--- src/clas_pkg.sv ---
// ----------------------------------------------------------------------------
// clas_pkg: shared types and constants of the argument splitter
// Result word layout, per-character result bundle and the character codes.
// ----------------------------------------------------------------------------
package clas_pkg;

  localparam logic [7:0] CH_BSLASH = 8'h5C;
  localparam logic [7:0] CH_QUOTE  = 8'h22;
  localparam logic [7:0] CH_TAB    = 8'h09;
  localparam logic [7:0] CH_SPACE  = 8'h20;
  localparam logic [7:0] CH_EOL    = 8'h00;

  localparam int QDEPTH   = 4;
  localparam int Q_AW     = 2;
  localparam int Q_CW     = 3;
  localparam int OUT_DW   = 40;

  typedef enum logic [1:0] {
    K_BYTE     = 2'd0,
    K_ARG_END  = 2'd1,
    K_LINE_END = 2'd2
  } kind_e;

  typedef struct packed {
    kind_e       kind;
    logic [7:0]  byte_v;
    logic [5:0]  rep;
    logic [7:0]  cnt;
    logic [11:0] len;
    logic        ovf;
  } res_t;

  typedef struct packed {
    logic [1:0]      n;
    res_t [2:0]      r;
  } bundle_t;

  typedef struct packed {
    logic    push;
    bundle_t bundle;
  } q_wr_t;

endpackage

--- src/command_line_argument_splitter.sv ---
// ----------------------------------------------------------------------------
// command_line_argument_splitter: command-line byte stream to argument words
// Splits a zero-terminated command line into argument bytes, backslash runs,
// argument ends and an end-of-line summary with count and length.
//
// The input channel takes one character per word; a zero character ends the
// line. The output channel gives one result per word: tuser holds the kind
// (byte run, end of argument, end of line), tdata the byte, repeat count,
// argument count, total length and sticky overflow flag, and tlast marks the
// final result caused by one character. A character may cause no result.
// A character is registered at acceptance and its results are written into a
// four-entry bundle queue at the next edge, and the first result is presented
// as soon as its bundle is in the queue. One character is accepted every
// cycle while the queue has room; sustained output is one result per cycle
// while the receiver is ready, so a character that causes two or three results
// is handed out as that many result words, one at a time.
// When the receiver stalls, bundles collect in the queue and in_tready drops
// once the queue and the character register together would fill it.
// A synchronous reset clears the line state and empties the queue; after each
// end of line the state returns to its reset value for the next line.
// ----------------------------------------------------------------------------
module command_line_argument_splitter #(
  parameter int MAX_RUN    = 63,
  parameter int MAX_ARGS   = 255,
  parameter int MAX_LENGTH = 4095
) (
  input  logic                        clk,
  input  logic                        rst_n,
  input  logic                        in_tvalid,
  output logic                        in_tready,
  input  logic [7:0]                  in_tdata,   // [7:0] ch
  output logic                        out_tvalid,
  input  logic                        out_tready,
  // [7:0] out_byte, [13:8] repeat_res, [21:14] arg_count,
  // [33:22] total_length, [34] overflow
  output logic [clas_pkg::OUT_DW-1:0] out_tdata,
  output logic [1:0]                  out_tuser,  // [1:0] kind
  output logic                        out_tlast
);
  import clas_pkg::*;

  logic            busy;
  logic            in_take;
  q_wr_t           wr;
  logic [Q_CW-1:0] q_count;

  assign in_tready = ({1'b0, q_count} + {{Q_CW{1'b0}}, busy}) < (Q_CW + 1)'(QDEPTH);
  assign in_take   = in_tvalid && in_tready;

  clas_parse #(
    .MAX_RUN    (MAX_RUN),
    .MAX_ARGS   (MAX_ARGS),
    .MAX_LENGTH (MAX_LENGTH)
  ) u_parse (
    .clk     (clk),
    .rst_n   (rst_n),
    .in_take (in_take),
    .in_ch   (in_tdata),
    .busy    (busy),
    .wr      (wr)
  );

  clas_outq u_outq (
    .clk        (clk),
    .rst_n      (rst_n),
    .wr         (wr),
    .count      (q_count),
    .out_tvalid (out_tvalid),
    .out_tready (out_tready),
    .out_tdata  (out_tdata),
    .out_tuser  (out_tuser),
    .out_tlast  (out_tlast)
  );

`ifndef NO_ASSERTIONS
  a_q_bound: assert property (@(posedge clk) disable iff (!rst_n)
    (Q_CW + 1)'(q_count) <= (Q_CW + 1)'(QDEPTH))
    else $error("bundle queue count beyond depth");

  a_push_room: assert property (@(posedge clk) disable iff (!rst_n)
    wr.push |-> ((Q_CW + 1)'(q_count) < (Q_CW + 1)'(QDEPTH)))
    else $error("bundle pushed into a full queue");

  a_eol_last: assert property (@(posedge clk) disable iff (!rst_n)
    (out_tvalid && (out_tuser == K_LINE_END)) |-> out_tlast)
    else $error("end of line is not the final result of its character");

  a_rep_kind: assert property (@(posedge clk) disable iff (!rst_n)
    out_tvalid |-> ((out_tuser == K_BYTE) == (out_tdata[13:8] != 6'd0)))
    else $error("repeat count does not match result kind");
`endif

endmodule

--- src/clas_parse.sv ---
// ----------------------------------------------------------------------------
// clas_parse: character register and parsing step
// Holds the line state and turns one registered character into a result bundle.
// ----------------------------------------------------------------------------
module clas_parse #(
  parameter int MAX_RUN    = 63,
  parameter int MAX_ARGS   = 255,
  parameter int MAX_LENGTH = 4095
) (
  input  logic           clk,
  input  logic           rst_n,
  input  logic           in_take,
  input  logic [7:0]     in_ch,
  output logic           busy,
  output clas_pkg::q_wr_t wr
);
  import clas_pkg::*;

  localparam int RUN_CAP_I = (MAX_RUN < 63) ? MAX_RUN : 63;
  localparam int ARGS_CAP_I = (MAX_ARGS < 255) ? MAX_ARGS : 255;
  localparam int LEN_CAP_I = (MAX_LENGTH < 4095) ? MAX_LENGTH : 4095;
  localparam logic [5:0]  RUN_CAP  = RUN_CAP_I[5:0];
  localparam logic [7:0]  ARGS_CAP = ARGS_CAP_I[7:0];
  localparam logic [11:0] LEN_CAP  = LEN_CAP_I[11:0];

  logic        vld_r;
  logic [7:0]  ch_r;
  logic        ia_r, ia_nxt;
  logic        iq_r, iq_nxt;
  logic        qp_r, qp_nxt;
  logic [5:0]  run_r, run_nxt;
  logic [7:0]  args_r, args_nxt;
  logic [11:0] len_r, len_nxt;
  logic        ovf_r, ovf_nxt;
  logic        ws;
  logic [5:0]  half;
  logic [1:0]  n_res;
  res_t [2:0]  res;
  logic [12:0] sum;

  function automatic logic [12:0] add_len(logic [11:0] len, logic [5:0] n, logic ovf);
    logic [12:0] r;
    if ((LEN_CAP - len) < {6'd0, n}) begin
      r = {1'b1, LEN_CAP};
    end else begin
      r = {ovf, len + {6'd0, n}};
    end
    return r;
  endfunction

  function automatic res_t mk(kind_e k, logic [7:0] b, logic [5:0] rp,
                              logic [7:0] c, logic [11:0] l, logic o);
    res_t r;
    r.kind   = k;
    r.byte_v = b;
    r.rep    = rp;
    r.cnt    = c;
    r.len    = l;
    r.ovf    = o;
    return r;
  endfunction

  always_ff @(posedge clk) begin
    if (!rst_n) begin
      vld_r <= 1'b0;
    end else begin
      vld_r <= in_take;
    end
    if (in_take) begin
      ch_r <= in_ch;
    end
  end

  always_comb begin
    ia_nxt   = ia_r;
    iq_nxt   = iq_r;
    qp_nxt   = qp_r;
    run_nxt  = run_r;
    args_nxt = args_r;
    len_nxt  = len_r;
    ovf_nxt  = ovf_r;
    n_res    = 2'd0;
    res      = '0;
    sum      = '0;
    ws       = (ch_r == CH_SPACE) || (ch_r == CH_TAB);
    half     = run_r >> 1;
    if (vld_r) begin
      if (ch_r == CH_EOL) begin
        if (ia_r) begin
          if (run_r != 6'd0) begin
            sum = add_len(len_nxt, run_r, ovf_nxt);
            {ovf_nxt, len_nxt} = sum;
            res[n_res] = mk(K_BYTE, CH_BSLASH, run_r, 8'd0, 12'd0, ovf_nxt);
            n_res = n_res + 2'd1;
          end
          sum = add_len(len_nxt, 6'd1, ovf_nxt);
          {ovf_nxt, len_nxt} = sum;
          res[n_res] = mk(K_ARG_END, 8'd0, 6'd0, 8'd0, 12'd0, ovf_nxt);
          n_res = n_res + 2'd1;
        end
        res[n_res] = mk(K_LINE_END, 8'd0, 6'd0, args_nxt, len_nxt, ovf_nxt);
        n_res = n_res + 2'd1;
        ia_nxt   = 1'b0;
        iq_nxt   = 1'b0;
        qp_nxt   = 1'b0;
        run_nxt  = 6'd0;
        args_nxt = 8'd0;
        len_nxt  = 12'd0;
        ovf_nxt  = 1'b0;
      end else if (qp_r && (ch_r == CH_QUOTE)) begin
        qp_nxt = 1'b0;
        sum = add_len(len_nxt, 6'd1, ovf_nxt);
        {ovf_nxt, len_nxt} = sum;
        res[n_res] = mk(K_BYTE, CH_QUOTE, 6'd1, 8'd0, 12'd0, ovf_nxt);
        n_res = n_res + 2'd1;
      end else begin
        qp_nxt = 1'b0;
        if (ia_r || !ws) begin
          if (!ia_r) begin
            ia_nxt = 1'b1;
            if (args_r >= ARGS_CAP) begin
              args_nxt = ARGS_CAP;
              ovf_nxt  = 1'b1;
            end else begin
              args_nxt = args_r + 8'd1;
            end
          end
          if (ch_r == CH_BSLASH) begin
            if (run_r >= RUN_CAP) begin
              run_nxt = RUN_CAP;
              ovf_nxt = 1'b1;
            end else begin
              run_nxt = run_r + 6'd1;
            end
          end else if (ch_r == CH_QUOTE) begin
            run_nxt = 6'd0;
            if (half != 6'd0) begin
              sum = add_len(len_nxt, half, ovf_nxt);
              {ovf_nxt, len_nxt} = sum;
              res[n_res] = mk(K_BYTE, CH_BSLASH, half, 8'd0, 12'd0, ovf_nxt);
              n_res = n_res + 2'd1;
            end
            if (!run_r[0]) begin
              if (iq_r) begin
                iq_nxt = 1'b0;
                qp_nxt = 1'b1;
              end else begin
                iq_nxt = 1'b1;
              end
            end else begin
              sum = add_len(len_nxt, 6'd1, ovf_nxt);
              {ovf_nxt, len_nxt} = sum;
              res[n_res] = mk(K_BYTE, CH_QUOTE, 6'd1, 8'd0, 12'd0, ovf_nxt);
              n_res = n_res + 2'd1;
            end
          end else begin
            run_nxt = 6'd0;
            if (run_r != 6'd0) begin
              sum = add_len(len_nxt, run_r, ovf_nxt);
              {ovf_nxt, len_nxt} = sum;
              res[n_res] = mk(K_BYTE, CH_BSLASH, run_r, 8'd0, 12'd0, ovf_nxt);
              n_res = n_res + 2'd1;
            end
            sum = add_len(len_nxt, 6'd1, ovf_nxt);
            {ovf_nxt, len_nxt} = sum;
            if (ws && !iq_r) begin
              res[n_res] = mk(K_ARG_END, 8'd0, 6'd0, 8'd0, 12'd0, ovf_nxt);
              ia_nxt = 1'b0;
            end else begin
              res[n_res] = mk(K_BYTE, ch_r, 6'd1, 8'd0, 12'd0, ovf_nxt);
            end
            n_res = n_res + 2'd1;
          end
        end
      end
    end
  end

  always_ff @(posedge clk) begin
    if (!rst_n) begin
      ia_r   <= 1'b0;
      iq_r   <= 1'b0;
      qp_r   <= 1'b0;
      run_r  <= 6'd0;
      args_r <= 8'd0;
      len_r  <= 12'd0;
      ovf_r  <= 1'b0;
    end else begin
      ia_r   <= ia_nxt;
      iq_r   <= iq_nxt;
      qp_r   <= qp_nxt;
      run_r  <= run_nxt;
      args_r <= args_nxt;
      len_r  <= len_nxt;
      ovf_r  <= ovf_nxt;
    end
  end

  assign busy        = vld_r;
  assign wr.push     = vld_r && (n_res != 2'd0);
  assign wr.bundle.n = n_res;
  assign wr.bundle.r = res;

endmodule

--- src/clas_outq.sv ---
// ----------------------------------------------------------------------------
// clas_outq: result bundle queue and serializer
// Buffers per-character bundles and hands their results out one word at a time.
// ----------------------------------------------------------------------------
module clas_outq (
  input  logic                        clk,
  input  logic                        rst_n,
  input  clas_pkg::q_wr_t             wr,
  output logic [clas_pkg::Q_CW-1:0]   count,
  output logic                        out_tvalid,
  input  logic                        out_tready,
  output logic [clas_pkg::OUT_DW-1:0] out_tdata,
  output logic [1:0]                  out_tuser,
  output logic                        out_tlast
);
  import clas_pkg::*;

  bundle_t         mem [QDEPTH];
  logic [Q_AW-1:0] wp_r, rp_r;
  logic [Q_CW-1:0] cnt_r;
  logic [1:0]      idx_r;
  bundle_t         head;
  res_t            cur;
  logic            is_last;
  logic            pop;

  assign head    = mem[rp_r];
  assign cur     = head.r[idx_r];
  assign is_last = (idx_r == (head.n - 2'd1));
  assign pop     = out_tvalid && out_tready && is_last;

  always_ff @(posedge clk) begin
    if (wr.push) begin
      mem[wp_r] <= wr.bundle;
    end
  end

  always_ff @(posedge clk) begin
    if (!rst_n) begin
      wp_r  <= '0;
      rp_r  <= '0;
      cnt_r <= '0;
      idx_r <= 2'd0;
    end else begin
      if (wr.push) begin
        wp_r <= wp_r + Q_AW'(1);
      end
      if (pop) begin
        rp_r  <= rp_r + Q_AW'(1);
        idx_r <= 2'd0;
      end else if (out_tvalid && out_tready) begin
        idx_r <= idx_r + 2'd1;
      end
      cnt_r <= cnt_r + Q_CW'(wr.push) - Q_CW'(pop);
    end
  end

  assign count      = cnt_r;
  assign out_tvalid = (cnt_r != '0);
  assign out_tdata  = {5'd0, cur.ovf, cur.len, cur.cnt, cur.rep, cur.byte_v};
  assign out_tuser  = cur.kind;
  assign out_tlast  = is_last;

endmodule

--- config.mk ---
export PLATFORM = sky130hd
export DESIGN_NAME = command_line_argument_splitter
export DESIGN_NICKNAME = d
export VERILOG_FILES = /design/src/clas_pkg.sv /design/src/command_line_argument_splitter.sv /design/src/clas_parse.sv /design/src/clas_outq.sv
export SDC_FILE = /design/constraint.sdc
export NUM_CORES = 1
export LEC_CHECK = 0
export ABC_AREA = 1
export ABC_CLOCK_PERIOD_IN_PS = 6900
export BUFFER_PORTS_ARGS = -buffer_cell sky130_fd_sc_hd__buf_2
export CAP_MARGIN = 20
export CORE_MARGIN = 2
export CORE_UTILIZATION = 41
export CTS_BUF_LIST = sky130_fd_sc_hd__clkbuf_8
export CTS_CLUSTER_SIZE = 14
export DETAILED_ROUTE_END_ITERATION = 16
export PLACE_DENSITY = 0.54
export SETUP_SLACK_MARGIN = 0.3
export SLEW_MARGIN = 20
export SYNTH_ARGS = -nofsm -noshare
export SYNTH_HDL_FRONTEND = slang
export SYNTH_SLANG_ARGS = --single-unit
--- constraint.sdc ---
create_clock -name clk -period 6.9 [get_ports clk]
set_input_delay 1.035 -clock clk [delete_from_list [all_inputs] [get_ports clk]]
set_output_delay 1.035 -clock clk [all_outputs]
set_load 0.1 [all_outputs]
==> qor.csv <==
stage;metric;value;unit
run_status;status;finished clean;
grt;grt_max_degree;94;
finish;fin_area;22500;sq um
critical_path;criticalPathCategory;reg2out;
worst_hold_path;hold_path.class;reg2reg;
die;io_pins;57;
synthesis;ys_ff_latch;422;
timing;min_period;4.53;ns
synthesis;synthArstFlopShare;0;%
drt;drt_pass1_iterations;6;
die;fp-row-count;81;
cts;clk_pin_slew;0.06;ns
placed_design;gp_congestion;0.953;
cts;post_cts_buffers;0;
cts;cts_hold_buf;0;
synthesis;yosysSeqAreaShare;60.6;%
critical_path;cp_slowest_cell;buf_4;
critical_path;cp_cell_sequence;inv_4, buf_4, o21ai_0, o22ai_1, nand2_1, nand3_1, buf_2;
drt;avgViaCountPerCell;5.35;
finish;synthToLayoutAreaGrowth;11.4;%
timing;fmax;0.221;GHz
drt;wire_per_inst;20.0;microns
job;maxCapViolations;0;
synthesis;synth_top_family_by_area;simple AND/OR/NAND/NOR gates;
die;core-area;48800;sq um
timing;maxSlewHeadroom;22.6;%
die;initial_core_util;41.4;%
synthesis;yosys_warnings;0;
power_and_ir_drop;vdd_drop_max;0.231;mV
drt;wirelength;56.1;mm
placed_design;dpl.hpwl;34.5;mm
timing;skew;0.0247;ns
grt;use_met3;3.38;%
critical_path;required;5.86;ns
cts;cts_made_buffers;73;
timing;final.setup.tns;0;ns
cts;cts_tree;done;
placed_design;port_buffers;51;
grt;grt_util_all_layers;22.1;%
synthesis;ys.flop_type;edfxtp_1;
finish;utilization;46.1;%
timing;hold_viol_final;0;
synthesis;ys_types;54;
power_and_ir_drop;p_leak;8.02;nW
critical_path;critPathLaunchType;flip-flop;
drt;vias;15000;
timing;worst_pin_slew;1.16;ns
grt;antenna_found_initial;2;
synthesis;synthAdderAreaFrac;2.58;%
timing;rsz0062_at_grt;no;
drt;drc;0;
grt;use_met1;30.4;%
cts;cts_max_path_buffers;3;
finish;final_common_cell;edfxtp_1;
placed_design;placed_area;21100;sq um
synthesis;synth-simple-area-share;18.5;%
grt;grt_pass1_wl;85.5;mm
finish;fin_nets;2140;
critical_path;path_max_fanout;61;
grt;busiest_layer;met2;
synthesis;syn_avg_cell_area;9.88;sq um
synthesis;synth_edf_count;380;
finish;layout_common_cells;edfxtp_1 (380), nor2_1 (331), nand2_1 (297), o21ai_0 (218), inv_1 (170);
critical_path;critPathArrivalTime;3.49;ns
timing;setup_viol;0;
synthesis;postSynthCellCount;2047;
synthesis;netlist_area;20200;sq um
synthesis;synth_compound_area_share;12.0;%
timing;fin_crit_sh;65.6;%
drt;drt_iter0_drc;1218;
critical_path;critPathCaptureType;output port;
cts;clock_latency;0.63;ns
finish;drive_gt1_share;11.3;%
synthesis;synth_mux_area_share;0;%
drt;ant_nets;0;
critical_path;worst_path_largest_cell_delay;0.64;ns
synthesis;synth_xor_area_share;0.779;%
cts;ctsResizeCount;0;
cts;cts-root-buf;clkbuf_8;
die;dieArea;51100;sq um
cts;clock_sinks;422;
die;die_x;226;microns
die;die_h;226;microns
power_and_ir_drop;p_per_area;355;nW/um^2
grt;grt_use_met2;35.7;%
cts;h-tree-depth;3;
grt;grt_overflow;0;
grt;grt_pass1_vias;14700;
timing;slew_viol_final;0;
[where the power goes]
part | internal (mW) | switching, mW
registers | 2.98 | 0.102
clock network | 1.25 | 1.02
logic | 0.479 | 2.17
total | 4.72 | 3.30
[registers in the layout, summed over array words and instances (netlist names), named ones only]
name,cells
u_parse.len_r,12
u_outq.count,3
u_parse.busy,1
u_outq.mem,372
u_parse.ovf_r,1
u_parse.ia_r,1
u_parse.iq_r,1
u_parse.ch_r,8
u_outq.wp_r,2
u_parse.run_r,6
u_outq.rp_r,2
u_parse.qp_r,1
u_outq.idx_r,2
u_parse.args_r,8
[logic make-up after synthesis]
kind of cell | count (synthesis)
AOI/OAI and AO/OA | 436
xor gates and xnor gates | 18
DFF | 422
other | 1
buffers and inverters | 277
adders and majority gates | 40
and+or+nand+nor | 853
[Yosys cell counts, drive strengths merged, types with 3 or more instances]
master / number / area share [%]
ha: 37 / 2.3
a22o: 10 / 0.43
a21oi: 82 / 2.1
a211oi: 14 / 0.52
clkbuf: 78 / 1.5
nand2: 307 / 5.9
nand3b: 4 / 0.15
nand3: 136 / 3.8
nand4: 25 / 0.85
dfxtp: 42 / 4.2
xor2: 13 / 0.56
nor2: 355 / 7.0
inv: 169 / 3.1
o211ai: 3 / 0.11
fa: 3 / 0.30
buf: 28 / 0.90
a31oi: 6 / 0.19
edfxtp: 380 / 56
xnor2: 5 / 0.22
o21ai: 222 / 5.5
nor3: 21 / 0.57
o22ai: 89 / 2.8
[layer usage]
metal  up-vias  share of wire [%]
met5         -              0.023
met4         2                2.4
met3        85                6.1
met2       453                 46
met1      7263                 45
li1       7235                  -
[area by class of cell]
cell class | count | area (sq um)
clock buffer | 76 | 1050
tap | 664 | 831
sequential | 422 | 12300
antenna | 1 | 2.50
timing repair buffer | 68 | 428
inverter | 171 | 644
fill | 4683 | 26300
clock inverter | 57 | 409
multi-input combinational | 1352 | 6920
[final timing paths]
check	start	end	slack (ns)	cells after the start
hold / removal	u_parse.iq_r	u_parse.qp_r	0.48	2
setup reg to reg	u_parse.run_r[0]	u_outq.mem[0][56]	2.71	10
setup / recovery	flip-flop	out_tdata[34]	2.37	7
hold reg to reg	u_parse.iq_r	u_parse.qp_r	0.48	2
[critical path: cells and delay by family, from the launching register on]
family,cells,cell delay (ns)
buffers and inverters,3,1.64
and+or+nand+nor,2,0.34
DFF,1,0.47
AOI/OAI and AO/OA,2,0.32
[per-stage QoR]
step | hold WS (ns) | power, mW | setup slack (ns) | instances
after floorplan | 0.457 | 5.19 | 0.666 | 2051
after global placement | 0.483 | 5.79 | 2.87 | 2676
after detailed placement | 0.487 | 5.80 | 2.74 | 2676
after CTS | 0.485 | 8.09 | 2.28 | 2809
after global routing | 0.513 | 8.37 | 2.14 | 2811
final | 0.483 | 8.01 | 2.37 | 2811
Power figures use the tool's default switching activity.
